## config.mk

```make
export PLATFORM = sky130hd
export DESIGN_NAME = bcc_queue
export DESIGN_NICKNAME = d
export VERILOG_FILES = /design/src/rtl/bcc_pkg.sv /design/src/rtl/bcc_queue.sv
export SDC_FILE = /design/constraint.sdc
export NUM_CORES = 1
export LEC_CHECK = 0
export BUFFER_PORTS_ARGS = -buffer_cell sky130_fd_sc_hd__buf_2
export CORE_ASPECT_RATIO = 2
export CORE_MARGIN = 2
export CORE_UTILIZATION = 50
export CTS_CLUSTER_DIAMETER = 60
export DETAILED_ROUTE_END_ITERATION = 10
export PLACE_DENSITY = 0.76
export SLEW_MARGIN = 25
export SYNTH_ARGS = -nofsm -noshare
export SYNTH_HDL_FRONTEND = slang
export SYNTH_SLANG_ARGS = --single-unit
```

## constraint.sdc

```tcl
create_clock -name clk_i -period 1.5 [get_ports clk_i]
set_input_delay 0.3 -clock clk_i [delete_from_list [all_inputs] [get_ports clk_i]]
set_output_delay 0.3 -clock clk_i [all_outputs]
set_load 0.02 [all_outputs]
```

## src/rtl/bcc_pkg.sv

```systemverilog
// Shared constants for the blind corner classifier.
// Holds widths, register indexes and fixed-point constants; no dependencies.
package bcc_pkg;

  localparam int COORD_WIDTH   = 32;
  localparam int DIR_WIDTH     = 16;
  localparam int CFG_IDX_WIDTH = 4;
  localparam int QUEUE_DEPTH   = 4;

  localparam logic [CFG_IDX_WIDTH-1:0] REG_VEHICLE_X  = CFG_IDX_WIDTH'(0);
  localparam logic [CFG_IDX_WIDTH-1:0] REG_VEHICLE_Y  = CFG_IDX_WIDTH'(1);
  localparam logic [CFG_IDX_WIDTH-1:0] REG_HEADING_C  = CFG_IDX_WIDTH'(2);
  localparam logic [CFG_IDX_WIDTH-1:0] REG_HEADING_S  = CFG_IDX_WIDTH'(3);

  localparam logic signed [DIR_WIDTH-1:0] HEADING_ONE = 16'sd16384;

  localparam int NORM_MSB   = 29;
  localparam int NORM_BITS  = 30;
  localparam int ROOT_BITS  = 31;
  localparam int QUOT_BITS  = 15;
  localparam int FRAC_SHIFT = 14;

endpackage

```

## src/rtl/bcc_queue.sv

```systemverilog
// Short word queue between the front and back ends of the classifier.
// Depends on bcc_pkg for its depth.
module bcc_queue #(
  parameter int QW    = 8,
  parameter int DEPTH = bcc_pkg::QUEUE_DEPTH
) (
  input  logic          clk_i,
  input  logic          rst_ni,
  input  logic          push_i,
  input  logic [QW-1:0] data_i,
  input  logic          pop_i,
  output logic          full_o,
  output logic          empty_o,
  output logic [QW-1:0] data_o
);
  import bcc_pkg::*;

  localparam int AW = (DEPTH > 1) ? $clog2(DEPTH) : 1;

  logic [QW-1:0] mem_q [DEPTH];
  logic [AW-1:0] wr_q, rd_q;
  logic [AW:0]   cnt_q;

  assign full_o  = (cnt_q == (AW + 1)'(DEPTH));
  assign empty_o = (cnt_q == '0);
  assign data_o  = mem_q[rd_q];

  always_ff @(posedge clk_i or negedge rst_ni) begin
    if (!rst_ni) begin
      wr_q  <= '0;
      rd_q  <= '0;
      cnt_q <= '0;
    end else begin
      if (push_i) begin
        wr_q <= (wr_q == AW'(DEPTH - 1)) ? '0 : wr_q + AW'(1);
      end
      if (pop_i) begin
        rd_q <= (rd_q == AW'(DEPTH - 1)) ? '0 : rd_q + AW'(1);
      end
      if (push_i && !pop_i) begin
        cnt_q <= cnt_q + (AW + 1)'(1);
      end else if (pop_i && !push_i) begin
        cnt_q <= cnt_q - (AW + 1)'(1);
      end
    end
  end

  always_ff @(posedge clk_i) begin
    if (push_i) begin
      mem_q[wr_q] <= data_i;
    end
  end

endmodule

```

-- After elaboration in Yosys (flattened, before gate mapping)
Memory sizes are Yosys's and may differ from the RTL's.
Index checks and enable logic that the tools add are counted.
- add/subtract/negate cells: 4
- equal/unequal tests: 3
- mux-type cells: 6
- reduce and logical (&&, ||, !) cells: 6
- operator list (cell ; count):
    3-bit two-way mux ; 2
    2-bit by 1-bit adder with 2-bit output (second input constant) ; 2
    2-bit == test (second input constant) ; 2
    2-bit two-way mux ; 2
    3-bit by 1-bit adder with 3-bit output (second input constant) ; 1
    3-bit == test (second input constant) ; 1
    3-bit zero test ; 1
    3-bit by 1-bit subtractor with 3-bit output (second input constant) ; 1
    1-bit logical AND ; 2
    1-bit zero test ; 2
    1-bit two-way mux ; 2
    2-bit nonzero test ; 1
- flip-flop bits (word level): 7
- RAM bits: 32
- input bits: 12
- output and inout port bits: 10
- logic and storage cells: 23
- memories kept: 1
- memories (name ; depth ; width ; read ports ; clocked after Yosys merged registers in ; write ports ; line ; RTL):
    mem_q ; 4 ; 8 ; 1 ; 0 ; 1 ; bcc_queue.sv:20 ; logic [QW-1:0] mem_q [DEPTH];

-- Depth between registers and ports, before layout
Gate-level depths: netlist of the first run.
- depth after elaboration: 4
- mapped depth: 7
- gate-level depth less buffers: 7

-- Least setup slack after synthesis of the first run
No wires, ideal clock.
- path kind: in2reg
- start: in pop_i
- end: reg cnt_q[2]
- library setup time: 79 ps
- arrival: 1329 ps
- path slack: 92 ps
- cell stages on the path: 7
- buffers on the path: 0
- cells stage by stage: inv_1 -> ha_1 -> inv_1 -> fa_1 -> xor2_1 -> nor2_1 -> xor2_1
- word-level cells in the longest chain between the ends: 3
- elaborated cells between the ends (all ways): 5
- those cells by class: mux (1); reduce/logical (4)
- ends and longest elaborated chain (element ; line ; RTL):
    from (decl) ; bcc_queue.sv:11 ; input logic pop_i,
    1-bit zero test ; bcc_queue.sv:40 ; if (push_i && !pop_i) begin
    1-bit logical AND ; bcc_queue.sv:40 ;
    3-bit two-way mux / 2-bit nonzero test (equally long branches) ; -- ;
    to (signal assigned) ; bcc_queue.sv:41 ; cnt_q <= cnt_q + (AW + 1)'(1);
    to (signal assigned) ; bcc_queue.sv:43 ; cnt_q <= cnt_q - (AW + 1)'(1);
    to (decl) ; bcc_queue.sv:22 ; logic [AW:0] cnt_q;
Parallel ways exist; a longest one is shown, timed or not.
A chain may end at the register's enable or synchronous reset.

-- Final worst setup path of the first run
- start: reg rd_q[0]
- end: out data_o[1]
- word-level cells in the longest chain between the ends: 1
- ends and longest elaborated chain (element ; line ; RTL):
    from (decl) ; bcc_queue.sv:21 ; logic [AW-1:0] wr_q, rd_q;
    from (signal assigned) ; bcc_queue.sv:38 ; rd_q <= (rd_q == AW'(DEPTH - 1)) ? '0 : rd_q + AW'(1);
    memory 4 x 8 bit ; -- ;
    to (decl) ; bcc_queue.sv:14 ; output logic [QW-1:0] data_o
No other way between the ends.

==> qor.txt, run 1 <==
Rows: 28
flop and latch count out of synthesis: 39
met3 usage: 6.09%
Root Buffer: clkbuf_8
vias in the first global route: 892
width of the chip: 43.6 um
CTS tree: built
met1 usage: 15.4%
total power: 3580 uW
dpl cells: 137
gr ovfl total: 0
status: complete, but fails checks
largest cells by area after synthesis: edfxtp_1, mux4_2, dfrtp_1
Warnings, synthesis: 0
clock skew: 0.00234 ns
Worst VDD drop: 0.00111 V
startpoint class of the critical path: flop
Leakage: 0.000749 uW
proportion of layout cells with a drive suffix above 1: 41.4%
antenna-violating nets left: 0
vias post-DR: 782
Max FO, Critical Path: 8
largest net degree at the start of global routing: 12
number of port buffers: 21
synthesized net count: 98
worst setup margin: -0.288 ns
Slew Limit Fails: 0
worst skew pair latency: 0.28 ns
# fillers: 207
post-layout net count: 134
DIE HEIGHT: 83.2 um
Crit-path slowest cell: mux4_2
CP arrival: 1.49 ns
CP peak stage delay: 0.51 ns
pwr/cell area: 1860 nW/um2
kind of critical path: reg -> out
Starting Density: 52.6%
Layout Cells excl Fill: 146
drt pass-1 iters: 4
synth-to-layout area growth: 23.1%
Tightest Pin Transition: 0.455 ns
initial antenna violation count: 0
CTS Sinks: 39
part of the Yosys area used for sequential elements: 72.5%
critical path endpoint category: primary output
GR peak layer: met2
# H-tree levels: 2
Setup-failing EPs final: 8
Synth top area share: 61.3%
MaxCap Viol Count: 0
DRT Wirelength: 2560 um
Setup WS pre-CTS: -0.144 ns
Final GP Congestion: 0.618
Final Hold Fails: 0
Cells after Synth: 79
Worst Hold Class: in -> reg
Syn Area/Cell: 19.8 um2
Die Footprint: 3630 um2
Clock Path Buffers: 2
Tot GR Track Use: 16.2%
Num CTS Buffers: 5
cells along the critical path: buf_12, mux4_2, buf_6
average wire per standard cell: 17.5 um
DR iter-0 viols: 12
detailed placement HPWL: 1880 um
failing checks: negative setup slack
global-route wire length before repair: 4130 um
total negative slack: -2.24 ns
RSZ-0062 raised after global routing: yes
synthesized area: 1570 um2
Crit path required time: 1.20 ns
fin crit share: 119%
Via-to-Cell Ratio: 5.36
Synth area leader: edfxtp_1
Boundary Pins: 22
Synth cell types: 18
post-route DRC violation count: 0
worst hold margin: 0.236 ns
Clock Pin Slew Worst Setup and Hold Paths: 0.07 ns
Post-CTS Setup Bufs: 0
Slew headroom: 69.7%
Core ar.: 2980 um2
Final min period: 1.79 ns
ANT cells: 0
fmax: 559 MHz
GR met2 Demand/Resource: 29.5%
[state kept, by name, summed over array words and instances, names as in the netlist]
register,cells
wr_q,2
cnt_q,3
mem_q,32
rd_q,2
[cells in the final DEF (no fill, tap or decap), drive strengths merged, types with 4 or more instances in the layout]
cell	instances
clkbuf	7
dfrtp	7
ha	6
edfxtp	32
and2	4
inv	4
mux4	8
buf	30
[layout make-up]
type | count | area, um2 | area share [%]
multi-input combinational | 34 | 400 | 20.8
timing repair buffer | 31 | 258 | 13.4
clock inverter | 1 | 5.00 | 0.259
sequential | 39 | 1140 | 58.9
inverter | 4 | 15.0 | 0.778
tap | 30 | 37.5 | 1.95
clock buffer | 7 | 76.3 | 3.96
[layer usage]
layer / vias to the layer above / part of all wire (%)
met1: 384 / 34
met2: 20 / 60
met3: 5 / 4.3
met4: 0 / 1.5
li1: 373 / -
met5: - / 0
[power by group]
| group | internal (uW) | switching [uW] | total [uW] |
|---|---|---|---|
| sequential | 1430 | 173 | 1600 |
| clock | 326 | 321 | 646 |
| combinational | 728 | 610 | 1340 |
[through the flow]
stage | instance area, um2 | utilization, %
2_1_floorplan | 1570 | -
6_report | 1930 | 64.8
3_3_place_gp | 1790 | 60.0
5_1_grt | 1930 | 64.8
4_1_cts | 1930 | 64.7
3_5_place_dp | 1790 | 60.0
[synthesized netlist by cell type, drive strengths merged]
cell type	count
nor3b	1
inv	4
xor2	2
nand2	2
nor2	2
and2	4
ha	6
xnor2	1
fa	1
buf	2
nor3	2
mux2	2
a21o	1
edfxtp	32
dfrtp	7
mux4	8
o21ai	2
[critical path: cells and delay by family, from the launching register on]
kind	cells	cell delay [ns]
buffers and inverters	2	0.30
flip-flops	1	0.39
multiplexers	1	0.51
[cell families (layout without fill, tap and decap cells)]
group	after synthesis	after routing	share of synthesized area (%)
compound gates	3	3	1.20
buf+inv	6	43	1.99
flops	39	39	72.5
xor+xnor	3	3	1.68
fa+ha+maj	7	7	6.07
mux	10	10	12.9
simple gates	11	11	3.67
[path summary, 6_finish.rpt]
check	slack, ns	start	cells past startpoint	endpoint
max	-0.29	rd_q[0]$_DFFE_PN0P_	3	data_o[1]
min	0.24	data_i[3]	1	mem_q[2][3]$_DFFE_PP_
max reg2reg	0.07	cnt_q[0]$_DFFE_PN0P_	4	cnt_q[2]$_DFFE_PN0P_
min reg2reg	0.52	cnt_q[2]$_DFFE_PN0P_	1	cnt_q[2]$_DFFE_PN0P_
max in group asynchronous	0.93	rst_ni	2	cnt_q[0]$_DFFE_PN0P_
min in group asynchronous	0.40	rst_ni	2	rd_q[1]$_DFFE_PN0P_
[what timing repair did]
action / 4_1_cts / 5_1_grt
endpoints found under the hold margin: 7 / 0
setup endpoints to repair: 8 / 9
resized for setup: 16 / 1
gates cloned: 0 / 0
hold buffers: 1 / 0
Note: power is estimated with default switching activity, not from simulation.
==> inputs of run 2 (changes only) <==
--- a/config.mk
+++ b/config.mk
@@ -9,6 +9,7 @@
 export CORE_ASPECT_RATIO = 2
 export CORE_MARGIN = 2
 export CORE_UTILIZATION = 50
+export CTS_BUF_LIST = sky130_fd_sc_hd__clkbuf_8
 export CTS_CLUSTER_DIAMETER = 60
 export DETAILED_ROUTE_END_ITERATION = 10
 export PLACE_DENSITY = 0.76
==> qor.txt, run 2 (synthesized netlist as in run 1, its figures left out) <==
status: complete, but fails checks
failing checks: negative setup slack
Final Hold Fails: 0 (unchanged)
post-layout net count: 134 (unchanged)
most common cell after layout, fill and taps aside: edfxtp_1
Hold Crit Depth: 1 (unchanged)
Starting Density: 52.6% (unchanged)
Setup-failing EPs final: 8 (unchanged)
kind of critical path: reg -> out
Die Footprint: 3630 um2 (unchanged)
total power: 3570 uW (-0.37%)
startpoint class of the critical path: flop
most frequent cells in the layout: edfxtp_1, buf_2, mux4_2, buf_6, buf_4
Crit path required time: 1.20 ns (about the same)
worst skew pair latency: 0.28 ns (about the same)
Layout Cells excl Fill: 146 (unchanged)
Largest regs: mem_q: 32 flops, cnt_q: 3 flops
ANT cells: 0 (unchanged)
Boundary Pins: 22 (unchanged)
average wire per standard cell: 17.5 um (about the same)
Crit-path slowest cell: mux4_2
fin crit share: 119% (about the same)
Largest register FFs: 32 (unchanged)
CP arrival: 1.49 ns (about the same)
critical path endpoint category: primary output
worst r2r path cells: 4 (unchanged)
cells along the critical path: buf_12, mux4_2, buf_6
width of the chip: 43.6 um (unchanged)
CTS tree: built
Tightest Pin Transition: 0.455 ns (-0.00000989 ns)
post-route DRC violation count: 0 (unchanged)
Clock Pin Slew Worst Setup and Hold Paths: 0.07 ns (about the same)
# H-tree levels: 2 (unchanged)
gr ovfl total: 0 (unchanged)
fmax: 559 MHz (about the same)
DR iter-0 viols: 13 (+1)
proportion of layout cells with a drive suffix above 1: 41.4% (unchanged)
vias post-DR: 781 (-0.13%)
Post-CTS Setup Bufs: 0 (unchanged)
Tot GR Track Use: 16.2% (unchanged)
MaxCap Viol Count: 0 (unchanged)
DIE HEIGHT: 83.2 um (unchanged)
global-route wire length before repair: 4130 um (unchanged)
Final GP Congestion: 0.618 (unchanged)
Worst Hold Class: in -> reg
dpl cells: 137 (unchanged)
Slew Limit Fails: 0 (unchanged)
drt pass-1 iters: 4 (unchanged)
Slew headroom: 69.7% (about the same)
CTS Sinks: 39 (unchanged)
Max FO, Critical Path: 8 (unchanged)
Root Buffer: clkbuf_8
DRT Wirelength: 2560 um (about the same)
pwr/cell area: 1850 nW/um2 (-0.37%)
Via-to-Cell Ratio: 5.35 (-0.13%)
CP peak stage delay: 0.51 ns (about the same)
worst hold margin: 0.235 ns (-0.000119 ns)
initial antenna violation count: 0 (unchanged)
Clock Path Buffers: 2 (unchanged)
number of port buffers: 21 (unchanged)
synth-to-layout area growth: 23.1% (unchanged)
Worst VDD drop: 0.00111 V (+0.13%)
worst setup margin: -0.288 ns (-0.000515 ns)
largest net degree at the start of global routing: 12 (unchanged)
RSZ-0062 raised after global routing: yes
Core ar.: 2980 um2 (unchanged)
Num CTS Buffers: 5 (unchanged)
Leakage: 0.000757 uW (+1.1%)
detailed placement HPWL: 1880 um (unchanged)
Final min period: 1.79 ns (+0.000515 ns)
Rows: 28 (unchanged)
largest register by flop count: mem_q
R2R setup slack: 0.07 ns (about the same)
vias in the first global route: 892 (unchanged)
clock skew: 0.00234 ns (+0.000000280 ns)
# fillers: 207 (unchanged)
antenna-violating nets left: 0 (unchanged)
==> run 2: changes by cell type in the layout (fill, tap and decap cells not counted), sizes merged <==
cell / delta
clkbuf: -2
inv: +2
==> run 2: final cells by class <==
type	count	area [um2]	area share [%]
Inverter	4	15.0	0.778
Tap cell	30	37.5	1.95
Clock buffer	5	68.8	3.57
Timing Repair Buffer	31	258	13.4
Clock inverter	3	12.5	0.649
Multi-Input combinational cell	34	400	20.8
Sequential cell	39	1140	58.9
==> run 2: path summary, 6_finish.rpt <==
check / from / endpoint
min in group asynchronous: rst_ni / rd_q[1]$_DFFE_PN0P_
min: data_i[3] / mem_q[2][3]$_DFFE_PP_
max reg2reg: cnt_q[0]$_DFFE_PN0P_ / cnt_q[2]$_DFFE_PN0P_
max: rd_q[0]$_DFFE_PN0P_ / data_o[1]
max in group asynchronous: rst_ni / cnt_q[0]$_DFFE_PN0P_
min reg2reg: cnt_q[2]$_DFFE_PN0P_ / cnt_q[2]$_DFFE_PN0P_
==> run 2: worst max-delay path, delay by kind of cell (launching register included) <==
kind,cells,cell delay (ns)
buffers and inverters,2,0.30
flip-flops,1,0.39
multiplexers,1,0.51
==> run 2: layer usage <==
layer,global-route usage (%),share of wire (%),vias up
met4,5.79,1.5,0
met2,29.5,60,20
met3,6.09,4.3,5
li1,-,-,373
met1,15.4,34,383
met5,0,0,-
==> run 2: metrics by stage <==
step / setup slack [ns] / instance area (um2) / utilization (%) / TNS, ns
2_1_floorplan: 0.0922 / 1570 / - / 0
3_3_place_gp: -0.00130 / 1790 / 60.0 / -0.00130
3_5_place_dp: -0.144 / 1790 / 60.0 / -0.165
4_1_cts: -0.311 / 1930 / 64.7 / -2.42
5_1_grt: -0.366 / 1930 / 64.8 / -2.77
6_report: -0.288 / 1930 / 64.8 / -2.24
==> run 2: what timing repair did <==
item / CTS / global route
cloned: 0 / 0
hold endpoints to repair: 7 / 0
hold buffers: 1 / 0
setup endpoints to repair: 8 / 9
gates resized for setup: 16 / 1
==> run 2: where the power goes <==
part           internal (uW)  switching, uW
clock network            312            321
registers               1430            173
logic                    728            610
==> inputs of run 3 (changes only) <==
--- a/config.mk
+++ b/config.mk
@@ -9,7 +9,6 @@
 export CORE_ASPECT_RATIO = 2
 export CORE_MARGIN = 2
 export CORE_UTILIZATION = 50
-export CTS_BUF_LIST = sky130_fd_sc_hd__clkbuf_8
 export CTS_CLUSTER_DIAMETER = 60
 export DETAILED_ROUTE_END_ITERATION = 10
 export PLACE_DENSITY = 0.76
==> constraint.sdc (replaced) <==
create_clock -name clk_i -period 2.2 [get_ports clk_i]
set_input_delay 0.44 -clock clk_i [delete_from_list [all_inputs] [get_ports clk_i]]
set_output_delay 0.44 -clock clk_i [all_outputs]
set_load 0.02 [all_outputs]
==> qor.txt, run 3 (synthesized netlist as in run 1, its figures left out) <==
status: complete, no violations
DR iter-0 viols: 19 (+6)
Max FO, Critical Path: 6 (-2)
largest register by flop count: mem_q
Slew Limit Fails: 0 (unchanged)
largest net degree at the start of global routing: 12 (unchanged)
Worst Hold Class: in -> reg
Rows: 28 (unchanged)
Worst VDD drop: 0.000767 V (-31%)
post-cts resize count: 0 (-16)
fin crit share: 87.2%
multi-input logic area: 400 um2 (unchanged)
# fillers: 216 (+4.3%)
post-layout net count: 127 (-5.2%)
CTS Sinks: 39 (unchanged)
fmax: 521 MHz
Tightest Pin Transition: 0.438 ns (-0.0170 ns)
Clock Path Buffers: 2 (unchanged)
Post-CTS Hold Fix Bufs: 1 (unchanged)
worst skew pair latency: 0.29 ns (about the same)
ANT cells: 0 (unchanged)
DRT Wirelength: 2260 um (-12%)
Boundary Pins: 22 (unchanged)
startpoint class of the critical path: flop
Post-CTS Setup Bufs: 0 (unchanged)
synth-to-layout area growth: 16.0%
Clock Pin Slew Worst Setup and Hold Paths: 0.07 ns (about the same)
worst setup path startpoint: rd_q[0]$_DFFE_PN0P_
vias in the first global route: 818 (-8.3%)
pwr/cell area: 1270 nW/um2 (-32%)
Final min period: 1.92 ns
Root Buffer: clkbuf_8
critical path endpoint category: primary output
drt pass-1 iters: 4 (unchanged)
Via-to-Cell Ratio: 5.45 (+1.9%)
global-route wire length before repair: 3730 um (-9.5%)
Starting Density: 52.6% (unchanged)
Final GP Congestion: 0.617 (about the same)
RR Startpoint: wr_q[0]$_DFFE_PN0P_
Die Footprint: 3630 um2 (unchanged)
Largest regs: mem_q: 32 flops, cnt_q: 3 flops
most frequent cells in the layout: edfxtp_1, buf_2, mux4_2
kind of critical path: reg -> out
CTS tree: built
Final Hold Fails: 0 (unchanged)
antenna-violating nets left: 0 (unchanged)
proportion of layout cells with a drive suffix above 1: 37.6% (-3.8 points)
average wire per standard cell: 16.3 um (-7.1%)
CP arrival: 1.48 ns (about the same)
clock skew: 0.00485 ns (+0.00250 ns)
worst hold margin: 0.370 ns (+0.135 ns)
post-route DRC violation count: 0 (unchanged)
MaxCap Viol Count: 0 (unchanged)
Setup-failing EPs final: 0 (-8)
number of port buffers: 21 (unchanged)
Core ar.: 2980 um2 (unchanged)
gr ovfl total: 0 (unchanged)
RSZ-0062 raised after global routing: no
# H-tree levels: 2 (unchanged)
Largest register FFs: 32 (unchanged)
Tot GR Track Use: 14.3% (-1.9 points)
Crit path required time: 1.76 ns (+0.56 ns)
vias post-DR: 758 (-2.9%)
most common cell after layout, fill and taps aside: edfxtp_1
Leakage: 0.000700 uW (-7.6%)
DIE HEIGHT: 83.2 um (unchanged)
Num CTS Buffers: 5 (unchanged)
Slew headroom: 70.8% (+1.1 points)
initial antenna violation count: 0 (unchanged)
register area: 1140 um2 (-0.11%)
total negative slack: 0 ns (+2.24 ns)
width of the chip: 43.6 um (unchanged)
Worst Hold Launch: data_i[7]
detailed placement HPWL: 1660 um (-12%)
[run 3: cell count changes in the layout (fill, tap and decap cells not counted)]
cell,delta
buf_2,+8
inv_1,-2
clkbuf_1,+1
buf_12,-2
buf_4,-5
dfrtp_1,+1
clkinv_2,-1
dfrtp_2,-1
buf_6,-8
clkbuf_8,+2
[run 3: final timing paths]
path / depth (start not counted) / slack, ns / end
max: 3 / 0.28 / data_o[4]
max in group asynchronous: 2 / 1.54 / rd_q[0]$_DFFE_PN0P_
min in group asynchronous: 2 / 0.50 / rd_q[1]$_DFFE_PN0P_
min: 1 / 0.37 / mem_q[1][7]$_DFFE_PP_
min reg2reg: 1 / 0.51 / cnt_q[2]$_DFFE_PN0P_
max reg2reg: 3 / 0.80 / mem_q[0][7]$_DFFE_PP_
[run 3: layout make-up]
cell class | count | area share [%]
Clock buffer | 8 | 5.50
Tap cell | 30 | 2.06
Multi-Input combinational cell | 34 | 22.0
Timing Repair Buffer | 24 | 7.15
Inverter | 4 | 0.825
Sequential cell | 39 | 62.4
[run 3: routing by layer]
| metal | wire length, um | share of wire (%) | GRT usage [%] |
|---|---|---|---|
| met5 | 0 | 0 | 0 |
| met4 | 51 | 2.3 | 5.79 |
| met3 | 97 | 4.3 | 5.00 |
| met2 | 1240 | 55 | 24.7 |
| met1 | 868 | 38 | 15.1 |
[run 3: report_power, final]
part | internal (uW) | leakage [uW] | switching [uW] | total (uW)
registers | 970 | 0.000377 | 107 | 1080
logic | 336 | 0.000271 | 371 | 707
clock network | 286 | 0.0000515 | 235 | 521
[run 3: worst max-delay path, cell delays in order (launching register included)]
cell	delay, ns
dfrtp_1	0.35
buf_4	0.17
mux4_2	0.51
buf_2	0.17
[run 3: per-stage QoR]
stage / utilization [%] / instance area, um2 / cells / total power, uW / worst slack, ns
3_3_place_gp: 57.4 / 1710 / 130 / 1790 / 0.508
5_1_grt: 61.1 / 1820 / 139 / 2440 / 0.211
6_report: 61.1 / 1820 / 139 / 2310 / 0.282
4_1_cts: 61.1 / 1820 / 139 / 2340 / 0.264
3_5_place_dp: 57.4 / 1710 / 130 / 1820 / 0.416
2_1_floorplan: - / 1570 / 79 / 1610 / 0.652
